`src/sv/sial_pkg.sv`:
```
// Package with the types and constants shared by the list modules.
`default_nettype none

package sial_pkg;

   localparam int WORD_W = 32;
   localparam int CNT_W  = 7;
   localparam int POS_W  = 8;
   localparam int ACT_W  = 3;
   localparam int STS_W  = 2;
   localparam int GRP_SZ = 8;

   localparam logic [ACT_W-1:0] ACT_INSERT  = 3'd0;
   localparam logic [ACT_W-1:0] ACT_REMOVE  = 3'd1;
   localparam logic [ACT_W-1:0] ACT_READ    = 3'd2;
   localparam logic [ACT_W-1:0] ACT_WRITE   = 3'd3;
   localparam logic [ACT_W-1:0] ACT_REVERSE = 3'd4;

   localparam logic [STS_W-1:0] STS_OK     = 2'd0;
   localparam logic [STS_W-1:0] STS_EMPTY  = 2'd1;
   localparam logic [STS_W-1:0] STS_BOUNDS = 2'd2;
   localparam logic [STS_W-1:0] STS_FULL   = 2'd3;

   typedef struct packed {
      logic [ACT_W-1:0]         action;
      logic signed [POS_W-1:0]  position;
      logic signed [WORD_W-1:0] value_in;
   } req_type;

   typedef struct packed {
      logic signed [WORD_W-1:0] value_out;
      logic [CNT_W-1:0]         count;
      logic [STS_W-1:0]         status;
   } rsp_type;

   typedef enum logic [1:0] {
      COP_HOLD,
      COP_INSERT,
      COP_REMOVE,
      COP_WRITE
   } cell_op_type;

   typedef struct packed {
      cell_op_type       op;
      logic [CNT_W-1:0]  index;
      logic [WORD_W-1:0] value;
   } cell_cmd_type;

   typedef struct packed {
      logic             en;
      logic [CNT_W-1:0] index;
   } rd_cmd_type;

   typedef enum logic [1:0] {
      ST_IDLE,
      ST_EXEC,
      ST_GATHER,
      ST_RESP
   } state_type;

endpackage

`default_nettype wire

```
`src/sv/sial_cell.sv`:
```
// One storage cell of the list, holding one word and trading it with its neighbors.
`default_nettype none

module sial_cell
   import sial_pkg::*;
#(
   parameter int IDX = 0
) (
   input  wire logic              clock,
   input  wire cell_cmd_type      cmd,
   input  wire rd_cmd_type        rd,
   input  wire logic [WORD_W-1:0] below_data,
   input  wire logic [WORD_W-1:0] above_data,
   output logic [WORD_W-1:0]      data_out,
   output logic [WORD_W-1:0]      rd_data
);

   localparam logic [CNT_W-1:0] MY_IDX = CNT_W'(IDX);

   logic [WORD_W-1:0] data_ff;
   logic [WORD_W-1:0] data_in;

   always_comb begin
      data_in = data_ff;
      case (cmd.op)
         COP_INSERT: begin
            if (MY_IDX > cmd.index) begin
               data_in = below_data;
            end else if (MY_IDX == cmd.index) begin
               data_in = cmd.value;
            end
         end
         COP_REMOVE: begin
            if (MY_IDX >= cmd.index) begin
               data_in = above_data;
            end
         end
         COP_WRITE: begin
            if (MY_IDX == cmd.index) begin
               data_in = cmd.value;
            end
         end
         default: data_in = data_ff;
      endcase
   end

   always_ff @(posedge clock) begin
      data_ff <= data_in;
   end

   assign data_out = data_ff;
   assign rd_data  = (rd.en && (rd.index == MY_IDX)) ? data_ff : '0;

endmodule

`default_nettype wire

```
`config.mk`:
```
export PLATFORM = sky130hd
export DESIGN_NAME = sial_cell
export DESIGN_NICKNAME = d
export VERILOG_FILES = /design/src/sv/sial_pkg.sv /design/src/sv/sial_cell.sv
export SDC_FILE = /design/constraint.sdc
export NUM_CORES = 1
export LEC_CHECK = 0
export BUFFER_PORTS_ARGS = -buffer_cell sky130_fd_sc_hd__buf_4
export CAP_MARGIN = 20
export CORE_MARGIN = 5
export CORE_UTILIZATION = 40
export CTS_BUF_LIST = sky130_fd_sc_hd__clkbuf_2 sky130_fd_sc_hd__clkbuf_4 sky130_fd_sc_hd__clkbuf_8
export DETAILED_ROUTE_END_ITERATION = 16
export PLACE_DENSITY = 0.85
export REMOVE_ABC_BUFFERS = 1
export SLEW_MARGIN = 20
export SYNTH_ARGS = -nofsm -noshare
export SYNTH_HDL_FRONTEND = slang
export SYNTH_SLANG_ARGS = --single-unit
```
`constraint.sdc`:
```
create_clock -name clock -period 3.2 [get_ports clock]
set_input_delay 0.64 -clock clock [delete_from_list [all_inputs] [get_ports clock]]
set_output_delay 0.64 -clock clock [all_outputs]
set_load 0.1 [all_outputs]
```
==> results.txt, run 1 <==
Overflow left after global routing: 0
Post-layout min period: 2.595 ns
Clk sinks: 32
Post-Synthesis Cells: 227
Max reg flops: 32
Row count: 26
Slowest CP cell: buf_4
DRC: 0
WL per Instance: 16.42 um
Netlist cell types: 18
Flop2flop setup slack: 2.28 ns
Total power: 1.291 mW
Core area: 5140 um2
Maxcap violations: 0
TritonCTS Buffers: 5
CTS tree: done
Detailed Route WL: 7092 um
Pre-antenna DRT Iters: 4
CP max stage delay: 0.29 ns
Starting Density: 41.36%
Slew Viols, Final: 0
Post-route insts no fill: 432
Hold Path Depth: 2
Die area: 6872 um2
WHS: 0.7030 ns
PwrDens: 388.0 nW/um2
Total GRT Usage: 19.74%
CP Launch Point: rd[1]
Clk Latency, worst-skew pair: 0.27 ns
Final HPWL DP: 4989 um
Worst-case reg-to-reg path depth: 2
Vias per cell: 5.428
I/O pins: 178
Finish-stage setup viols: 0
Setup Fix Bufs, Post-CTS: 0
Register area share after synthesis: 45.20%
Critical path arrival: 1.96 ns
CP endpoint kind: output port
First-pass GRT wire length: 11210 um
Worst Setup Start Kind: input pin
Maximum operating frequency: 0.3853 GHz
WP data required: 2.56 ns
Fill cells: 467
Fin. Hold Viols: 0
Iteration-0 DRC Markers: 143
Number of synthesized register bits: 32
GP Congestion: 0.7648
HP Class: flop to flop
Slew headroom: 64.94%
Status: completed
Critical R2R Capture: data_out[9]$_DFFE_PP_
Worst Skew: 0 ns
RSZ-0062 raised after global routing: no
CP most frequent cell: buf_4
Synth Cell Area: 2126 um2
CTS max path bufs: 2
CP Class: input pin to output port
Sequential cell area: 960.9 um2
Leakage power: 1.397 nW
Vias: 2345
Crit-path cells: buf_4 -> nor4_1 -> and4b_1 -> buf_4 -> and2_1 -> buf_4
IO buf count: 145
Footprint of the multi-input gates: 1050 um2
Die X: 82.90 um
CTS Hold Bufs: 0
Least-Margin Pin Slew: 0.5259 ns
Post-layout util: 64.75%
H-Tree Depth: 2
Nets: 476
Largest net degree at the start of global routing: 37
Dpl cells: 425
Tcrit/Tclk final: 81.10%
CTS clk-pin slew, worst paths: 0.07 ns
Syn. warnings: 0
Crit path to: rd_data[24]
Maximum VDD drop: 0.2191 mV
R2R Path Start: data_out[9]$_DFFE_PP_
Vias in the first global route: 2290
Syn Area/Cell: 9.365 um2
Initial antenna violation count: 0
# diodes: 0
Crit path max fanout: 32
Setup tns final: 0 ns
DIE HEIGHT: 82.90 um
Share of cells above drive strength 1: 45.58%
Root buffer cell: clkbuf_8
Post-CTS Resized: 0
ANT nets after route: 0
Area grow syn2layout: 56.56%
-- cells by family after synthesis --
kind of cell | synth area share (%)
AOI/OAI and AO/OA | 17.48
buffers and inverters | 5.650
DFF | 45.20
and+or+nand+nor | 31.67
-- worst max-delay path, delay by kind of cell --
family / cells / cell delay, ns
buffers and inverters: 3 / 0.67
and+or+nand+nor: 3 / 0.64
-- area by class of cell --
type,instances,area share (%)
clock buffers,6,2.293
clock inverters,1,0.1504
well taps,70,2.632
flip-flops and latches,32,28.87
repair buffers,153,34.51
multi-input cells,170,31.54
-- metal layers --
layer / routed length, um / vias to the layer above / track usage, %
met3: 605 / 18 / 5.347
met1: 2788 / 1073 / 23.73
li1: - / 1130 / -
met2: 3497 / 124 / 33.09
met4: 200 / 0 / 8.470
met5: 0 / - / 0
-- synth_stat cells (all sizes together) --
master	number	area (um2)
o21ai	32	163.9
and4b	1	10.01
buf	6	48.79
or3	1	6.260
nor2	35	131.4
a31oi	32	200.2
nand2b	1	6.260
nand4b	32	280.3
edfxtp	32	960.9
or4	1	11.26
a21o	1	7.510
and2	32	200.2
nor4	2	27.53
clkbuf	19	71.32
-- cell usage in the layout, fill, tap and decap left out --
cell and n:
o21ai_2 1, nor4_1 1, buf_4 153, nor4_4 1, a21o_1 1, clkinv_2 1, o21ai_0 3, nor2_2 1
a31oi_1 32, and4b_1 1, edfxtp_1 32, o21ai_1 28, clkbuf_8 5, clkbuf_4 1, nand4b_1 32, nand2b_2 1
or3_1 1, nor2_1 34, and2_1 32, or4_4 1
-- metrics by stage --
step / instance area (um2) / setup WS, ns
global placement: 3247 / 0.6497
CTS: 3328 / 0.5874
finish: 3328 / 0.6047
global route: 3328 / 0.5135
detailed placement: 3247 / 0.5899
floorplan: 2006 / 0.3276
-- worst min path at each step --
stage                        endpoint  slack (ns)                   start
4_1_cts         data_out[3]$_DFFE_PP_        0.70           above_data[3]
3_3_place_gp   data_out[12]$_DFFE_PP_        0.67  data_out[12]$_DFFE_PP_
6_report       data_out[11]$_DFFE_PP_        0.70  data_out[11]$_DFFE_PP_
2_1_floorplan  data_out[12]$_DFFE_PP_        0.89          above_data[12]
5_1_grt         data_out[3]$_DFFE_PP_        0.71           above_data[3]
3_5_place_dp   data_out[26]$_DFFE_PP_        0.69  data_out[26]$_DFFE_PP_
-- where the power goes --
group | switching [mW] | internal (mW) | leakage (nW)
clock | 0.142 | 0.156 | 0.0445
combinational | 0.326 | 0.139 | 1.04
sequential | 0.0229 | 0.505 | 0.308
No activity file was read; power rests on OpenSTA's default activity.
==> run 2, diff against run 1 <==
- clock period: 3.2 -> 2.6 ns (I/O delays scaled with it)
==> results.txt, run 2 (synthesis results as in run 1) <==
Core area: 5140 um2
Post-place setup slack: 0.3006 ns
Maximum operating frequency: 0.4395 GHz
TritonCTS Buffers: 5
Maxcap violations: 0
Fin. Hold Viols: 0
Vias in the first global route: 2226
HP Class: input pin to flop
Footprint of the multi-input gates: 1050 um2
P_sw: 612.1 uW
Status: completed
Clk sinks: 32
Least-Margin Pin Slew: 0.5295 ns
CP endpoint kind: output port
Total GRT Usage: 19.66%
Most frequent cells in the layout: buf_4 (152), nor2_1 (34)
PwrDens: 474.2 nW/um2
RSZ-0062 raised after global routing: no
CTS clk-pin slew, worst paths: 0.07 ns
Critical path arrival: 1.76 ns
Clk Latency, worst-skew pair: 0.28 ns
H-Tree Depth: 2
Die X: 82.90 um
Die area: 6872 um2
Maximum VDD drop: 0.2427 mV
Crit path max fanout: 32
I/O pins: 178
Share of cells above drive strength 1: 45.88%
Sequential cell area: 960.9 um2
CP Class: input pin to output port
Final WS setup: 0.3244 ns
Root buffer cell: clkbuf_8
Starting Density: 41.36%
Slew headroom: 64.70%
Worst-case reg-to-reg path depth: 2
Overflow left after global routing: 0
CTS Hold Bufs: 0
Worst Setup Start Kind: input pin
Post-layout util: 65.77%
WL per Instance: 16.32 um
WP data required: 2.08 ns
Comb power frac: 36.1%
CP Launch Point: rd[1]
Sequential share of power: 40.4%
Finish-stage setup viols: 0
WHS: 0.5767 ns
Commonest non-fill, non-tap cell in the layout: buf_4
DIE HEIGHT: 82.90 um
Crit path to: rd_data[19]
IO buf count: 145
ANT nets after route: 0
Nets: 478
Switching Share: 38.18%
Detailed Route WL: 7081 um
Max reg flops: 32
Setup Fix Bufs, Post-CTS: 0
CTS tree: done
Post-layout min period: 2.276 ns
# diodes: 0
Post-CTS Resized: 0
CTS max path bufs: 2
Leakage power: 1.420 nW
Internal: 991.0 uW
Final HPWL DP: 5169 um
Clock share of power: 23.5%
DRC: 0
Initial antenna violation count: 0
Vias per cell: 5.394
Worst Skew: 0 ns
Pre-antenna DRT Iters: 4
Vias: 2341
GP Congestion: 0.7478
Critical R2R Capture: data_out[10]$_DFFE_PP_
Iteration-0 DRC Markers: 137
Tcrit/Tclk final: 87.52%
R2R Path Start: data_out[10]$_DFFE_PP_
First-pass GRT wire length: 11170 um
Slew Viols, Final: 0
Fill cells: 446
Flop2flop setup slack: 1.70 ns
Largest net degree at the start of global routing: 38
Area grow syn2layout: 59.03%
Row count: 26
run 2: changes by cell type in the layout (fill, tap and decap cells not counted):
cell    change
buf_12      +3
buf_4       -1
run 2: worst min-delay path by stage:
stage,start,end,slack [ns],cells past startpoint
finish,above_data[1],data_out[1]$_DFFE_PP_,0.58,3
global route,above_data[1],data_out[1]$_DFFE_PP_,0.58,3
CTS,above_data[1],data_out[1]$_DFFE_PP_,0.57,3
detailed placement,data_out[23]$_DFFE_PP_,data_out[23]$_DFFE_PP_,0.69,2
global placement,data_out[12]$_DFFE_PP_,data_out[12]$_DFFE_PP_,0.67,2
floorplan,above_data[12],data_out[12]$_DFFE_PP_,0.77,2
run 2: layout make-up:
class	instances	share of cell area [%]
multi-input cells	170	31.05
clock buffers	6	2.258
well taps	70	2.591
repair buffers	155	35.53
flip-flops and latches	32	28.42
clock inverters	1	0.1480
run 2: worst max-delay path, stage by stage:
cell and delay (ns):
buf_4 0.11, nor4_1 0.24, and4b_1 0.28, buf_12 0.17
and2_1 0.14, buf_4 0.29
run 2: power by group through the flow:
stage          clock [mW]  combinational (mW)  sequential, mW
2_1_floorplan           0               0.103           0.931
3_3_place_gp            0               0.574           0.658
3_5_place_dp            0               0.581           0.659
4_1_cts             0.382               0.581           0.649
5_1_grt             0.408               0.605           0.654
6_report            0.377               0.578           0.648
run 2: per-stage QoR:
step / power, mW / instance area, um2 / cells / setup TNS, ns
after floorplan: 1.034 / 2006 / 202 / -1.038
after global placement: 1.231 / 3299 / 427 / 0
after detailed placement: 1.240 / 3299 / 427 / 0
after CTS: 1.612 / 3381 / 434 / 0
after global routing: 1.667 / 3381 / 434 / 0
final: 1.603 / 3381 / 434 / 0
run 2: layer usage:
metal  part of all wire, %  up-vias  global-route usage, %
li1                      -     1133                      -
met1                    39     1081                  23.04
met2                    50      113                  33.38
met3                   8.3       14                  6.337
met4                   2.2        0                  7.429
met5                     0        -                      0
==> run 3, diff against run 2 <==
- ABC_AREA: unset -> 1
- CORE_UTILIZATION: 40 -> 42
- PLACE_DENSITY: 0.85 -> 0.86
==> results.txt, run 3 <==
Critical path arrival: 1.63 ns
Core area: 5439 um2
DRC: 0
Post-Synthesis Cells: 330
ANT nets after route: 0
Max reg flops: 32
Top cell types by occurrence after synthesis: inv_1 (67), nand2_1 (65), nand3_1 (65)
Post-synth EDFFs: 32
Final HPWL DP: 5270 um
Slew headroom: 56.07%
H-Tree Depth: 2
Least-Margin Pin Slew: 0.6567 ns
Setup Fix Bufs, Post-CTS: 0
Most frequent cells in the layout: buf_4 (152), inv_1 (67), nand3_1 (65), nand2_1 (65), nor2_1 (34)
Asr flop ratio synth: 0%
Share of cells above drive strength 1: 36.67%
Finish-stage setup viols: 0
Area grow syn2layout: 49.57%
Clk sinks: 32
IO buf count: 145
Starting Density: 42.93%
CTS max path bufs: 2
Largest net degree at the start of global routing: 34
Nets: 582
Cell taking the most area after synthesis: edfxtp_1
Synth area leaders: edfxtp_1 (41%), nand3_1 (14%), inv_1 (11%), nand2_1 (10%), o21ai_1 (6.4%)
Dpl cells: 533
Status: completed
Clk Latency, worst-skew pair: 0.28 ns
Register area share after synthesis: 41.16%
HP Class: input pin to flop
Iteration-0 DRC Markers: 155
R2R Path Start: data_out[19]$_DFFE_PP_
Hold EP: data_out[16]$_DFFE_PP_
Critical R2R Capture: data_out[19]$_DFFE_PP_
CTS Hold Bufs: 0
TritonCTS Buffers: 5
Maxcap violations: 0
Vias: 2589
Post-route insts no fill: 541
M1 GR Usage: 22.75%
Crit path max fanout: 32
WL per Instance: 13.93 um
Share of the synthesized area in the top cell type: 41.16%
Flop2flop setup slack: 1.64 ns
Leakage power: 1.887 nW
Detailed Route WL: 7537 um
Syn. warnings: 0
Vias per cell: 4.786
Met3 global-route usage: 5.496%
Sequential cell area: 960.9 um2
Busiest grt layer: met2
Post-CTS Resized: 0
Worst Skew: 0 ns
Primary FF master, synth: edfxtp_1
CTS tree: done
First-pass GRT wire length: 12170 um
Commonest non-fill, non-tap cell in the layout: buf_4
Worst Setup Start Kind: input pin
CP endpoint kind: output port
Maximum operating frequency: 0.4646 GHz
Die area: 7150 um2
Tcrit/Tclk final: 82.79%
Most frequent cell after synthesis: inv_1
Maximum VDD drop: 0.2756 mV
Fill cells: 490
Synth Cell Area: 2335 um2
Initial antenna violation count: 0
Row count: 27
Number of synthesized register bits: 32
Total power: 1.661 mW
Worst-case reg-to-reg path depth: 4
CP Class: input pin to output port
Root buffer cell: clkbuf_8
Syn Area/Cell: 7.075 um2
Fin. Hold Viols: 0
Footprint of the multi-input gates: 940.9 um2
Total GRT Usage: 20.55%
I/O pins: 178
Post-layout min period: 2.152 ns
Hold Crit Start: above_data[16]
Vias in the first global route: 2647
Grt met2 use: 37.15%
Hold Path Depth: 3
Overflow left after global routing: 0
Pre-antenna DRT Iters: 4
Slew Viols, Final: 0
DIE HEIGHT: 84.56 um
Die X: 84.56 um
GP Congestion: 0.7759
PwrDens: 475.5 nW/um2
# diodes: 0
CTS clk-pin slew, worst paths: 0.07 ns
WP data required: 2.08 ns
Netlist cell types: 17
RSZ-0062 raised after global routing: no
-- run 3: final cells by class --
cell class / instances / area share [%]
clock buffers: 7 / 2.401
multi-input cells: 206 / 26.94
repair buffers: 152 / 32.68
inverters: 71 / 7.775
flip-flops and latches: 32 / 27.52
clock inverters: 1 / 0.1075
well taps: 72 / 2.580
-- run 3: worst max path at each step --
stage | startpoint | endpoint | cells past startpoint
5_1_grt | rd[6] | rd_data[18] | 8
3_5_place_dp | rd[6] | rd_data[17] | 8
6_report | rd[6] | rd_data[17] | 8
2_1_floorplan | rd[6] | rd_data[0] | 5
3_3_place_gp | rd[6] | rd_data[15] | 8
4_1_cts | rd[6] | rd_data[17] | 8
-- run 3: stage by stage --
step	area, um2	utilization [%]	TNS, ns	hold WS [ns]	setup slack (ns)
CTS	3492	64.21	0	0.4989	0.4284
detailed placement	3405	62.59	0	0.6606	0.4325
finish	3492	64.21	0	0.5042	0.4475
global placement	3405	62.59	0	0.6560	0.4696
global route	3492	64.21	0	0.5074	0.3622
floorplan	2173	-	-21.23	0.7059	-0.6635
-- run 3: kinds of logic after synthesis --
logic type             after synthesis  share of synthesized area (%)
DFF                                 32                          41.16
buffers and inverters               92                          18.54
AOI/OAI and AO/OA                   33                          7.235
and+or+nand+nor                    173                          33.06
-- run 3: routing by layer --
| metal | share of wire, % | vias up | wire, um |
|---|---|---|---|
| li1 | - | 1310 | - |
| met1 | 39 | 1138 | 2924 |
| met2 | 50 | 122 | 3744 |
| met3 | 9.1 | 19 | 686 |
| met4 | 2.4 | 0 | 180 |
| met5 | 0 | - | 0 |
-- run 3: critical path, stage by stage --
cell and delay (ns):
buf_4 0.11, inv_1 0.04, nand2_1 0.05, nor3_2 0.10
nand3_1 0.08, buf_4 0.25, nor2_1 0.16, buf_4 0.31
-- run 3: power breakdown --
part           internal, mW  total, mW  switching (mW)
clock                 0.207      0.389           0.182
combinational         0.178      0.628           0.450
sequential            0.623      0.643          0.0206
total                  1.01       1.66           0.653
